$ cat config.mk
export PLATFORM = sky130hd
export DESIGN_NAME = sbus_frame_decoder_unit
export DESIGN_NICKNAME = d
export VERILOG_FILES = /design/src/sv/sbus_pkg.sv /design/src/sv/sbus_front.sv /design/src/sv/sbus_queue.sv /design/src/sv/sbus_back.sv /design/src/sv/sbus_frame_decoder_unit.sv
export SDC_FILE = /design/constraint.sdc
export NUM_CORES = 1
export LEC_CHECK = 0
export BUFFER_PORTS_ARGS = -buffer_cell sky130_fd_sc_hd__buf_2
export CELL_PAD_IN_SITES_DETAIL_PLACEMENT = 1
export CELL_PAD_IN_SITES_GLOBAL_PLACEMENT = 2
export CORE_MARGIN = 1.5
export CORE_UTILIZATION = 45
export CTS_CLUSTER_DIAMETER = 120
export DETAILED_ROUTE_END_ITERATION = 6
export PLACE_DENSITY = 0.77
export SYNTH_ARGS = -nofsm -noshare
export SYNTH_HDL_FRONTEND = slang
export SYNTH_SLANG_ARGS = --single-unit
$ cat constraint.sdc
create_clock -name clk -period 11.9 [get_ports clk]
set_input_delay 1.785 -clock clk [delete_from_list [all_inputs] [get_ports clk]]
set_output_delay 1.785 -clock clk [all_outputs]
set_load 0.03 [all_outputs]
$ cat src/sv/sbus_pkg.sv
`timescale 1ns / 1ps

package sbus_pkg;

  localparam int FrameLen    = 25;
  localparam int PosWidth    = 5;
  localparam int NumChannels = 16;
  localparam int ChanWidth   = 4;
  localparam int RawWidth    = 11;
  localparam int ByteWidth   = 8;
  // channel data sits in bytes 1 to 22
  localparam int DataBytes   = 22;
  localparam int DataBits    = DataBytes * ByteWidth;
  // bytes held in the collection shift line before the last byte arrives
  localparam int HeldBytes   = FrameLen - 1;

  localparam int NumWidth    = 4;
  localparam int OffWidth    = 12;
  localparam int ValueWidth  = 13;
  localparam int CountWidth  = 16;
  localparam int ProdWidth   = RawWidth + NumWidth;

  localparam int CfgIndexWidth = 8;
  localparam int CfgDataWidth  = 12;

  localparam int QueueDepth  = 2;

  localparam logic [ByteWidth-1:0] HeaderByte = 8'h0f;
  localparam logic [ByteWidth-1:0] EndByte    = 8'h00;

  localparam logic [PosWidth-1:0]  LastPos    = PosWidth'(FrameLen - 1);
  localparam logic [ChanWidth-1:0] LastChan   = ChanWidth'(NumChannels - 1);

  localparam logic [NumWidth-1:0]  NumReset   = 4'd5;
  localparam logic [OffWidth-1:0]  OffReset   = 12'd874;

  localparam logic [CfgIndexWidth-1:0] RegScaleNum  = 8'd0;
  localparam logic [CfgIndexWidth-1:0] RegOutOffset = 8'd1;

  typedef struct packed {
    logic                  ok;
    logic [CountWidth-1:0] bad_count;
    logic [DataBits-1:0]   data;
  } frame_t;

endpackage

$ cat src/sv/sbus_front.sv
`timescale 1ns / 1ps

module sbus_front import sbus_pkg::*; (
  input  logic                 clk,
  input  logic                 rst,
  input  logic                 in_valid,
  output logic                 in_stall,
  input  logic [ByteWidth-1:0] rx_byte,
  input  logic                 q_full,
  output logic                 q_push,
  output frame_t               q_entry
);

  logic [PosWidth-1:0]             pos;
  logic [CountWidth-1:0]           bad_count;
  logic [CountWidth-1:0]           bad_count_next;
  logic [HeldBytes*ByteWidth-1:0]  held;
  logic                            accept;
  logic                            last_byte;
  logic                            good;

  assign last_byte = (pos == LastPos);
  // only the closing byte of a frame needs room in the queue
  assign in_stall  = last_byte && q_full;
  assign accept    = in_valid && !in_stall;
  assign q_push    = accept && last_byte;

  // byte k of the frame sits at held[8k +: 8] once 24 words are in
  assign good = (held[ByteWidth-1:0] == HeaderByte) && (rx_byte == EndByte);

  always_comb begin
    bad_count_next = bad_count;
    if (!good && (bad_count != {CountWidth{1'b1}})) begin
      bad_count_next = bad_count + 1'b1;
    end
  end

  assign q_entry.ok        = good;
  assign q_entry.bad_count = bad_count_next;
  assign q_entry.data      = held[ByteWidth +: DataBits];

  always_ff @(posedge clk) begin
    if (rst) begin
      pos       <= '0;
      bad_count <= '0;
    end else if (accept) begin
      if (last_byte) begin
        pos       <= '0;
        bad_count <= bad_count_next;
      end else begin
        pos <= pos + 1'b1;
      end
    end
  end

  always_ff @(posedge clk) begin
    if (accept && !last_byte) begin
      held <= {rx_byte, held[HeldBytes*ByteWidth-1:ByteWidth]};
    end
  end

endmodule

$ cat src/sv/sbus_queue.sv
`timescale 1ns / 1ps

module sbus_queue import sbus_pkg::*; #(
  parameter int DEPTH = QueueDepth
) (
  input  logic   clk,
  input  logic   rst,
  input  logic   push,
  input  frame_t push_entry,
  output logic   full,
  input  logic   pop,
  output frame_t pop_entry,
  output logic   not_empty
);

  localparam int PtrWidth = (DEPTH > 1) ? $clog2(DEPTH) : 1;
  localparam int CntWidth = $clog2(DEPTH + 1);
  localparam logic [PtrWidth-1:0] LastSlot = PtrWidth'(DEPTH - 1);
  localparam logic [CntWidth-1:0] FullCnt  = CntWidth'(DEPTH);

  frame_t                slots [DEPTH];
  logic [PtrWidth-1:0]   wr_ptr;
  logic [PtrWidth-1:0]   rd_ptr;
  logic [CntWidth-1:0]   fill;

  assign full      = (fill == FullCnt);
  assign not_empty = (fill != '0);
  assign pop_entry = slots[rd_ptr];

  always_ff @(posedge clk) begin
    if (rst) begin
      wr_ptr <= '0;
      rd_ptr <= '0;
      fill   <= '0;
    end else begin
      if (push) begin
        wr_ptr <= (wr_ptr == LastSlot) ? '0 : wr_ptr + 1'b1;
      end
      if (pop) begin
        rd_ptr <= (rd_ptr == LastSlot) ? '0 : rd_ptr + 1'b1;
      end
      if (push && !pop) begin
        fill <= fill + 1'b1;
      end else if (pop && !push) begin
        fill <= fill - 1'b1;
      end
    end
  end

  always_ff @(posedge clk) begin
    if (push) begin
      slots[wr_ptr] <= push_entry;
    end
  end

  a_no_overflow: assert property (@(posedge clk) disable iff (rst) push |-> !full || pop)
    else $error("frame pushed into a full queue");
  a_no_underflow: assert property (@(posedge clk) disable iff (rst) pop |-> not_empty)
    else $error("frame popped from an empty queue");
  a_fill_range: assert property (@(posedge clk) disable iff (rst) fill <= FullCnt)
    else $error("queue fill count out of range");

endmodule

$ cat src/sv/sbus_back.sv
`timescale 1ns / 1ps

module sbus_back import sbus_pkg::*; (
  input  logic                  clk,
  input  logic                  rst,
  input  logic                  q_not_empty,
  input  frame_t                q_entry,
  output logic                  q_pop,
  input  logic [NumWidth-1:0]   scale_numerator,
  input  logic [OffWidth-1:0]   output_offset,
  output logic                  out_valid,
  input  logic                  out_stall,
  output logic                  frame_ok,
  output logic [ChanWidth-1:0]  channel_index,
  output logic [RawWidth-1:0]   raw_value,
  output logic [ValueWidth-1:0] channel_value,
  output logic [CountWidth-1:0] bad_frames,
  output logic                  last_of_frame
);

  logic                   busy;
  logic                   ok;
  logic [CountWidth-1:0]  cnt;
  logic [DataBits-1:0]    data;
  logic [ChanWidth-1:0]   chan;
  logic                   adv;
  logic                   last_item;
  logic                   load;
  logic [RawWidth-1:0]    raw;
  logic [ProdWidth-1:0]   prod;
  logic [ValueWidth-1:0]  scaled_value;

  assign adv       = busy && (!out_valid || !out_stall);
  assign last_item = !ok || (chan == LastChan);
  assign load      = q_not_empty && (!busy || (adv && last_item));
  assign q_pop     = load;

  // channels are packed lsb first, so the next one is always at the bottom
  assign raw  = data[RawWidth-1:0];
  assign prod = ProdWidth'(raw) * ProdWidth'(scale_numerator) + ProdWidth'(4);
  assign scaled_value = ValueWidth'(prod[ProdWidth-1:3]) + ValueWidth'(output_offset);

  always_ff @(posedge clk) begin
    if (rst) begin
      busy      <= 1'b0;
      out_valid <= 1'b0;
    end else begin
      if (load) begin
        busy <= 1'b1;
      end else if (adv && last_item) begin
        busy <= 1'b0;
      end
      if (adv) begin
        out_valid <= 1'b1;
      end else if (!out_stall) begin
        out_valid <= 1'b0;
      end
    end
  end

  always_ff @(posedge clk) begin
    if (load) begin
      ok   <= q_entry.ok;
      cnt  <= q_entry.bad_count;
      data <= q_entry.data;
      chan <= '0;
    end else if (adv) begin
      data <= data >> RawWidth;
      chan <= chan + 1'b1;
    end
    if (adv) begin
      frame_ok      <= ok;
      channel_index <= ok ? chan : '0;
      raw_value     <= ok ? raw : '0;
      channel_value <= ok ? scaled_value : '0;
      bad_frames    <= cnt;
      last_of_frame <= last_item;
    end
  end

  a_last_is_chan15: assert property (@(posedge clk) disable iff (rst)
      out_valid && frame_ok && last_of_frame |-> channel_index == LastChan)
    else $error("good frame ended before channel 15");
  a_bad_status: assert property (@(posedge clk) disable iff (rst)
      out_valid && !frame_ok |-> last_of_frame && raw_value == '0 && channel_value == '0)
    else $error("bad frame status word not cleared");
  a_bad_single: assert property (@(posedge clk) disable iff (rst)
      busy && !ok |-> chan == '0)
    else $error("bad frame produced more than one word");

endmodule

$ cat src/sv/sbus_frame_decoder_unit.sv
`timescale 1ns / 1ps

// SBUS frame decoder. One serial byte is taken per cycle on rx_byte. Every
// 25th byte closes a frame; a frame with header 0x0f and end byte 0x00 gives
// sixteen channel words, one per cycle, each scaled as
// ((raw * scale_numerator + 4) >> 3) + output_offset, and a bad frame gives a
// single status word and bumps a saturating bad-frame count. Frames pass from
// the byte collector to the channel unpacker through a small frame queue
// (QUEUE_DEPTH entries), so input and output stall independently: the input
// stalls only on the closing byte of a frame while that queue is full, and the
// unpacker emits one word per cycle whenever out_stall is low. Configuration
// writes are always ready and apply to the words unpacked afterward.

module sbus_frame_decoder_unit import sbus_pkg::*; #(
  parameter int QUEUE_DEPTH = QueueDepth
) (
  input  logic                     clk,
  input  logic                     rst,
  input  logic                     in_valid,
  output logic                     in_stall,
  input  logic [ByteWidth-1:0]     rx_byte,
  output logic                     out_valid,
  input  logic                     out_stall,
  output logic                     frame_ok,
  output logic [ChanWidth-1:0]     channel_index,
  output logic [RawWidth-1:0]      raw_value,
  output logic [ValueWidth-1:0]    channel_value,
  output logic [CountWidth-1:0]    bad_frames,
  output logic                     last_of_frame,
  input  logic                     cfg_valid,
  output logic                     cfg_ready,
  input  logic [CfgIndexWidth-1:0] cfg_index,
  input  logic [CfgDataWidth-1:0]  cfg_data
);

  logic [NumWidth-1:0] scale_numerator;
  logic [OffWidth-1:0] output_offset;
  logic                q_push;
  logic                q_pop;
  logic                q_full;
  logic                q_not_empty;
  frame_t              push_entry;
  frame_t              pop_entry;

  assign cfg_ready = 1'b1;

  always_ff @(posedge clk) begin
    if (rst) begin
      scale_numerator <= NumReset;
      output_offset   <= OffReset;
    end else if (cfg_valid && cfg_ready) begin
      case (cfg_index)
        RegScaleNum:  scale_numerator <= cfg_data[NumWidth-1:0];
        RegOutOffset: output_offset   <= cfg_data[OffWidth-1:0];
        default: ;
      endcase
    end
  end

  sbus_front u_front (
    .clk      (clk),
    .rst      (rst),
    .in_valid (in_valid),
    .in_stall (in_stall),
    .rx_byte  (rx_byte),
    .q_full   (q_full),
    .q_push   (q_push),
    .q_entry  (push_entry)
  );

  sbus_queue #(
    .DEPTH (QUEUE_DEPTH)
  ) u_queue (
    .clk        (clk),
    .rst        (rst),
    .push       (q_push),
    .push_entry (push_entry),
    .full       (q_full),
    .pop        (q_pop),
    .pop_entry  (pop_entry),
    .not_empty  (q_not_empty)
  );

  sbus_back u_back (
    .clk             (clk),
    .rst             (rst),
    .q_not_empty     (q_not_empty),
    .q_entry         (pop_entry),
    .q_pop           (q_pop),
    .scale_numerator (scale_numerator),
    .output_offset   (output_offset),
    .out_valid       (out_valid),
    .out_stall       (out_stall),
    .frame_ok        (frame_ok),
    .channel_index   (channel_index),
    .raw_value       (raw_value),
    .channel_value   (channel_value),
    .bad_frames      (bad_frames),
    .last_of_frame   (last_of_frame)
  );

endmodule

==> impl_metrics.csv, run 1 <==
group,metric,value,unit
setup_path,timing.rr.start,"scale_numerator[2]",
placed_design,place_congestion,0.7738,
clocking,cts_setup_buffers,0,
route,drc,0,
clocking,cts.reportedPaths.clkPinSlew,60,ps
worst_hold_path,hold_path_depth,0,
sta,fin_crit_sh,45.11,%
run,max_cap_viol_count,0,
synthesis,ys_seq_area_share,77.96,%
route,vias,16120,
worst_hold_path,hp-start,"u_back.cnt[11]",
setup_path,reg2reg_slack,6530,ps
die,pin_count,82,
sta,setup_slack,6532,ps
layout,final_core_util,51.66,%
sta,relSlewSlack,14.47,%
grt,grt_pass1_wl,99.39,mm
sta,rsz0062_at_grt,"false",
pwr,power.switching,1.193,mW
grt,grt_pass1_vias,17520,
grt,grt.overflow.total,0,
layout,final_area,37050,um^2
grt,antenna_found_initial,1,
synthesis,ys.flop_type,"edfxtp_1",
setup_path,crit_arrival,5800,ps
die,initial_core_util,45.59,%
pwr,p_int,4.978,mW
pwr,peakVddDrop,0.0001540,V
sta,fin_skew,26.78,ps
sta,setup_viol,0,
pwr,p_clk_share,44.5,%
clocking,ctsResizeCount,0,
route,first_iter_violations,893,
synthesis,synth_nets,2047,
die,dieArea,74290,um^2
die,core_area,71730,um^2
placed_design,place_inst,2915,
pwr,cellLeakagePower,12.18,nW
die,fp-row-count,98,
route,final_antenna_net_count,0,
setup_path,r2r_end,"u_back.channel_value[10]",
setup_path,path_max_fanout,12,
pwr,swShare,19.33,%
grt,grt_start_max_net_pins,182,
synthesis,yosysTopAreaCell,"edfxtp_1",
setup_path,start_kind,"flip-flop",
grt,grtUsageTotal,17.16,%
sta,min_period,5368,ps
route,drt_wl_total,63.04,mm
sta,setup-tns-final,0,ps
layout,fin_nets,2151,
layout,fin_cells,3079,
clocking,clock_latency,640,ps
setup_path,worstPathRequired,12340,ps
setup_path,r2r.worst_path.cells,18,
synthesis,synth-edff-count,817,
die,die_w,272.6,um
worst_hold_path,hp-class,"flip-flop to flip-flop",
layout,fillCellCount,6632,
synthesis,synthTopCellsByCount,"edfxtp_1 (817), nor2_1 (228), a21oi_1 (194)",
setup_path,crit_path_end_kind,"flip-flop",
placed_design,placed_area,34150,um^2
sta,worst_pin_slew,1283,ps
placed_design,io_buffers,80,
worst_hold_path,hold_path_end,"u_back.bad_frames[11]",
clocking,cts_buffer_depth,3,
run_status,outcome,"complete, no violations",
pwr,seqPwrFrac,54.9,%
route,drt_first_pass_iters,5,
synthesis,avgSynthCellArea,16.77,um^2
synthesis,synth-seq-cells,865,
placed_design,dp_slack,6574,ps
sta,fmax,0.1863,GHz
layout,syn2layout_area_growth,13.31,%
pwr,power.share.combinational,0.6,%
synthesis,syn_inst,1950,
synthesis,yosysTopAreaCellShare,75.03,%
clocking,cts_hold_buf,0,
placed_design,place_hpwl,35.54,mm
synthesis,yosysMostFrequentCell,"edfxtp_1",
route,avgRoutedWirePerCell,20.47,um
synthesis,yosys_warnings,0,
clocking,cts_tree,"built",
die,die_y,272.6,um
sta,slew_violations,0,
clocking,clock_sinks,865,
synthesis,synth_area_leaders,"edfxtp_1 (75%), mux2i_1 (5.7%), a21oi_1 (3.0%)",
synthesis,async_reset_ff_share,0,%
pwr,powerDensity,166.5,nW/um^2
sta,final-hold-violation-count,0,
clocking,root_buffer,"clkbuf_16",
setup_path,critPathKind,"flip-flop to flip-flop",
route,avgViaCountPerCell,5.235,
synthesis,yosysUniqueCellTypes,60,
clocking,cts_made_buffers,87,
layout,final_layout_size_suffix_gt1_share,12.31,%
clocking,htreeDepth,3,
synthesis,netlist_area,32700,um^2
[cell families after synthesis]
| family | share of synthesized area, % |
|---|---|
| AOI/OAI and AO/OA | 4.542 |
| xor gates and xnor gates | 1.071 |
| adders and majority gates | 2.908 |
| buffers and inverters | 1.412 |
| DFF | 77.96 |
| muxes | 6.413 |
| other | 0.01147 |
| and+or+nand+nor | 5.678 |
[how the worst max path moves through the flow]
stage | from | endpoint | slack [ps] | cells past startpoint
after floorplan | in_valid | u_queue.slots[0][0] | 1250 | 2
after global placement | out_stall | u_back.data[47] | 6710 | 10
after detailed placement | scale_numerator[3] | u_back.channel_value[10] | 6570 | 18
after CTS | scale_numerator[2] | u_back.channel_value[10] | 6540 | 18
after global routing | scale_numerator[3] | u_back.channel_value[10] | 6070 | 18
final | scale_numerator[2] | u_back.channel_value[10] | 6530 | 18
[layout make-up]
class,instances,area (um^2),area share (%)
Inverter,35,138.9,0.3748
Clock inverter,54,583.1,1.574
Clock buffer,109,2321,6.264
Multi-Input combinational cell,970,6770,18.27
Sequential cell,865,25500,68.82
Timing Repair Buffer,95,550.5,1.486
Antenna cell,1,2.502,0.006754
Tap cell,950,1189,3.208
[per-layer routing]
| layer | up-vias | routed length [um] | GRT usage (%) |
|---|---|---|---|
| li1 | 7559 | - | - |
| met1 | 8248 | 26660 | 21.06 |
| met5 | - | 0 | 0 |
| met2 | 217 | 33280 | 31.30 |
| met3 | 96 | 1732 | 2.364 |
| met4 | 0 | 1367 | 5.380 |
[stage by stage]
step                total power [mW]  hold slack, ps
finish                         6.170           416.4
global placement               3.487           401.4
detailed placement             3.493           405.7
CTS                            6.242           415.3
floorplan                      3.464           400.3
global route                   6.342           424.2
[sequential cells by signal, summed over array words and instances (netlist names), 2 cells and up, named ones only]
| register | count |
|---|---|
| output_offset | 12 |
| scale_numerator | 4 |
| u_back.bad_frames | 16 |
| u_back.chan | 4 |
| u_back.channel_index | 4 |
| u_back.channel_value | 13 |
| u_back.cnt | 16 |
| u_back.data | 176 |
| u_back.raw_value | 11 |
| u_front.bad_count | 16 |
| u_front.held | 192 |
| u_front.pos | 5 |
| u_queue.fill | 2 |
| u_queue.slots | 386 |
[cells in the final DEF, fill, tap and decap left out, types with 24 or more instances in the layout]
master     instances
a21oi_1          193
and2_1            50
buf_2             80
mux2i_1          187
inv_1             33
nand2_1           39
edfxtp_1         817
xnor2_1           24
ha_1              44
clkbuf_16         88
dfxtp_1           47
nor2_1           227
[critical path: stages (launching register included)]
cell and delay (ps):
dfxtp_1 560, nand2_1 150, fa_1 530, inv_1 60
fa_1 470, ha_1 300, ha_1 210, inv_1 70
fa_1 200, nor2b_1 70, o31a_1 270, o21ai_0 340
nor2b_1 210, xnor2_1 80, ha_1 230, or3_1 430
o311a_1 410, or3_1 320, a221oi_1 250
[power groups by stage]
stage | sequential (mW) | clock, mW | combinational (mW)
detailed placement | 3.45 | 0 | 0.0406
CTS | 3.39 | 2.81 | 0.0408
floorplan | 3.44 | 0 | 0.0226
finish | 3.39 | 2.74 | 0.0395
global placement | 3.45 | 0 | 0.0390
global route | 3.39 | 2.91 | 0.0442
Power figures use the tool's default switching activity.
==> run 2, diff against run 1 <==
clock period = 5.15 ns   (was 11.9 ns; I/O delays follow)
==> impl_metrics.csv, run 2 (synthesis gave the netlist of run 1 again) <==
group,metric,value,unit
grt,grtUsageTotal,16.55,%
clocking,clock_latency,660,ps
setup_path,critPathKind,"flip-flop to flip-flop",
clocking,root_buffer,"clkbuf_16",
die,dieArea,74290,um^2
die,die_w,272.6,um
sta,holdWs,306.8,ps
route,vias,16020,
run,max_cap_viol_count,0,
route,drt_first_pass_iters,5,
layout,final_cell_mix,"edfxtp_1 (817), nor2_1 (227), a21oi_1 (193)",
route,avgRoutedWirePerCell,19.86,um
sta,final-hold-violation-count,0,
route,drt_wl_total,61.34,mm
clocking,cts_hold_buf,0,
sta,fin_crit_sh,96.24,%
sta,worst_pin_slew,1109,ps
layout,layout_commonest_cell,"edfxtp_1",
die,initial_core_util,45.59,%
placed_design,place_hpwl,34.78,mm
die,fp-row-count,98,
layout,fillCellCount,6678,
sta,fmax,0.2018,GHz
grt,grt_pass1_wl,96.05,mm
run_status,outcome,"complete, no violations",
clocking,cts_made_buffers,88,
setup_path,crit_arrival,5420,ps
grt,grt_start_max_net_pins,141,
placed_design,place_congestion,0.7720,
clocking,htreeDepth,3,
sta,rsz0062_at_grt,"true",
worst_hold_path,hp-start,"rx_byte[2]",
clocking,cts.reportedPaths.clkPinSlew,60,ps
sta,slew_violations,0,
setup_path,startpoint,"u_back.data[1]",
layout,largest-register,"u_queue.slots",
setup_path,worstPathRequired,5610,ps
sta,relSlewSlack,25.40,%
layout,largest_reg_flops,386,
layout,fin_cells,3089,
sta,setup_viol,0,
route,avgViaCountPerCell,5.187,
clocking,cts_tree,"built",
setup_path,timing.rr.start,"u_back.data[1]",
die,core_area,71730,um^2
pwr,powerDensity,382.5,nW/um^2
route,drc,0,
setup_path,path_max_fanout,5,
route,final_antenna_net_count,0,
grt,grt_pass1_vias,17370,
die,die_y,272.6,um
sta,min_period,4957,ps
clocking,cts_buffer_depth,3,
pwr,cellLeakagePower,12.25,nW
layout,final_core_util,51.94,%
die,pin_count,82,
setup_path,crit_path_end_kind,"flip-flop",
grt,grt.overflow.total,0,
worst_hold_path,hp-class,"input port to flip-flop",
setup_path,start_kind,"flip-flop",
layout,final_area,37250,um^2
layout,fin_nets,2163,
grt,antenna_found_initial,2,
pwr,peakVddDrop,0.0003753,V
placed_design,io_buffers,80,
placed_design,placed_area,34300,um^2
layout,reg.largest.list,"u_queue.slots x386, u_front.held x192, u_back.data x176",
route,first_iter_violations,1037,
sta,fin_skew,31.06,ps
clocking,clock_sinks,865,
placed_design,place_inst,2924,
layout,n_antenna_cell,0,
layout,syn2layout_area_growth,13.93,%
sta,setup-tns-final,0,ps
layout,final_layout_size_suffix_gt1_share,12.86,%
==> run 2: path summary, 6_finish.rpt <==
| path | endpoint | slack (ps) | cells after the start |
|---|---|---|---|
| worst min-delay path | u_front.held[186] | 310 | 1 |
| worst max-delay path | u_back.channel_value[10] | 190 | 16 |
| worst min register to register | u_back.bad_frames[11] | 420 | 0 |
| worst max register to register | u_back.channel_value[10] | 190 | 16 |
==> run 2: worst max-delay path, stage by stage, from the launching register on <==
cell,delay [ps]
edfxtp_1,440
and2_1,210
fa_1,510
fa_1,490
ha_1,310
inv_1,60
fa_1,460
nor2b_1,160
o31a_1,180
o21ai_1,100
nor2b_1,150
xnor2_1,130
ha_1,220
or3_1,400
o311a_4,390
or3_1,330
a221oi_2,230
==> run 2: final cells by class <==
| cell class | count | area, um^2 | area share (%) |
|---|---|---|---|
| Timing Repair Buffer | 106 | 720.7 | 1.935 |
| Clock inverter | 49 | 534.3 | 1.434 |
| Multi-Input combinational cell | 970 | 6800 | 18.25 |
| Sequential cell | 865 | 25500 | 68.45 |
| Clock buffer | 114 | 2371 | 6.364 |
| Tap cell | 950 | 1189 | 3.191 |
| Inverter | 35 | 138.9 | 0.3728 |
==> run 2: what timing repair did <==
action | in CTS | in global routing
buffers inserted | 0 | 2
setup endpoints to repair | 0 | 5
gates resized for setup | 0 | 7
==> run 2: where the power goes <==
| group | leakage [nW] | switching [mW] | internal, mW |
|---|---|---|---|
| clock | 1.41 | 2.66 | 3.68 |
| combinational | 2.98 | 0.0668 | 0.0275 |
| sequential | 7.86 | 0.0680 | 7.76 |
==> run 2: metrics by stage <==
stage,power (mW),setup slack (ps)
after floorplan,7.998,147.6
after global placement,8.057,186.6
after detailed placement,8.070,8.167
after CTS,14.42,10.60
after global routing,14.67,-82.14
final,14.25,193.4
==> run 2: routing by layer <==
metal	vias up	routed length, um	global-route usage (%)
li1	7566	-	-
met4	0	1535	5.453
met5	-	0	0
met3	101	1495	2.487
met2	196	31950	29.65
met1	8159	26350	20.54
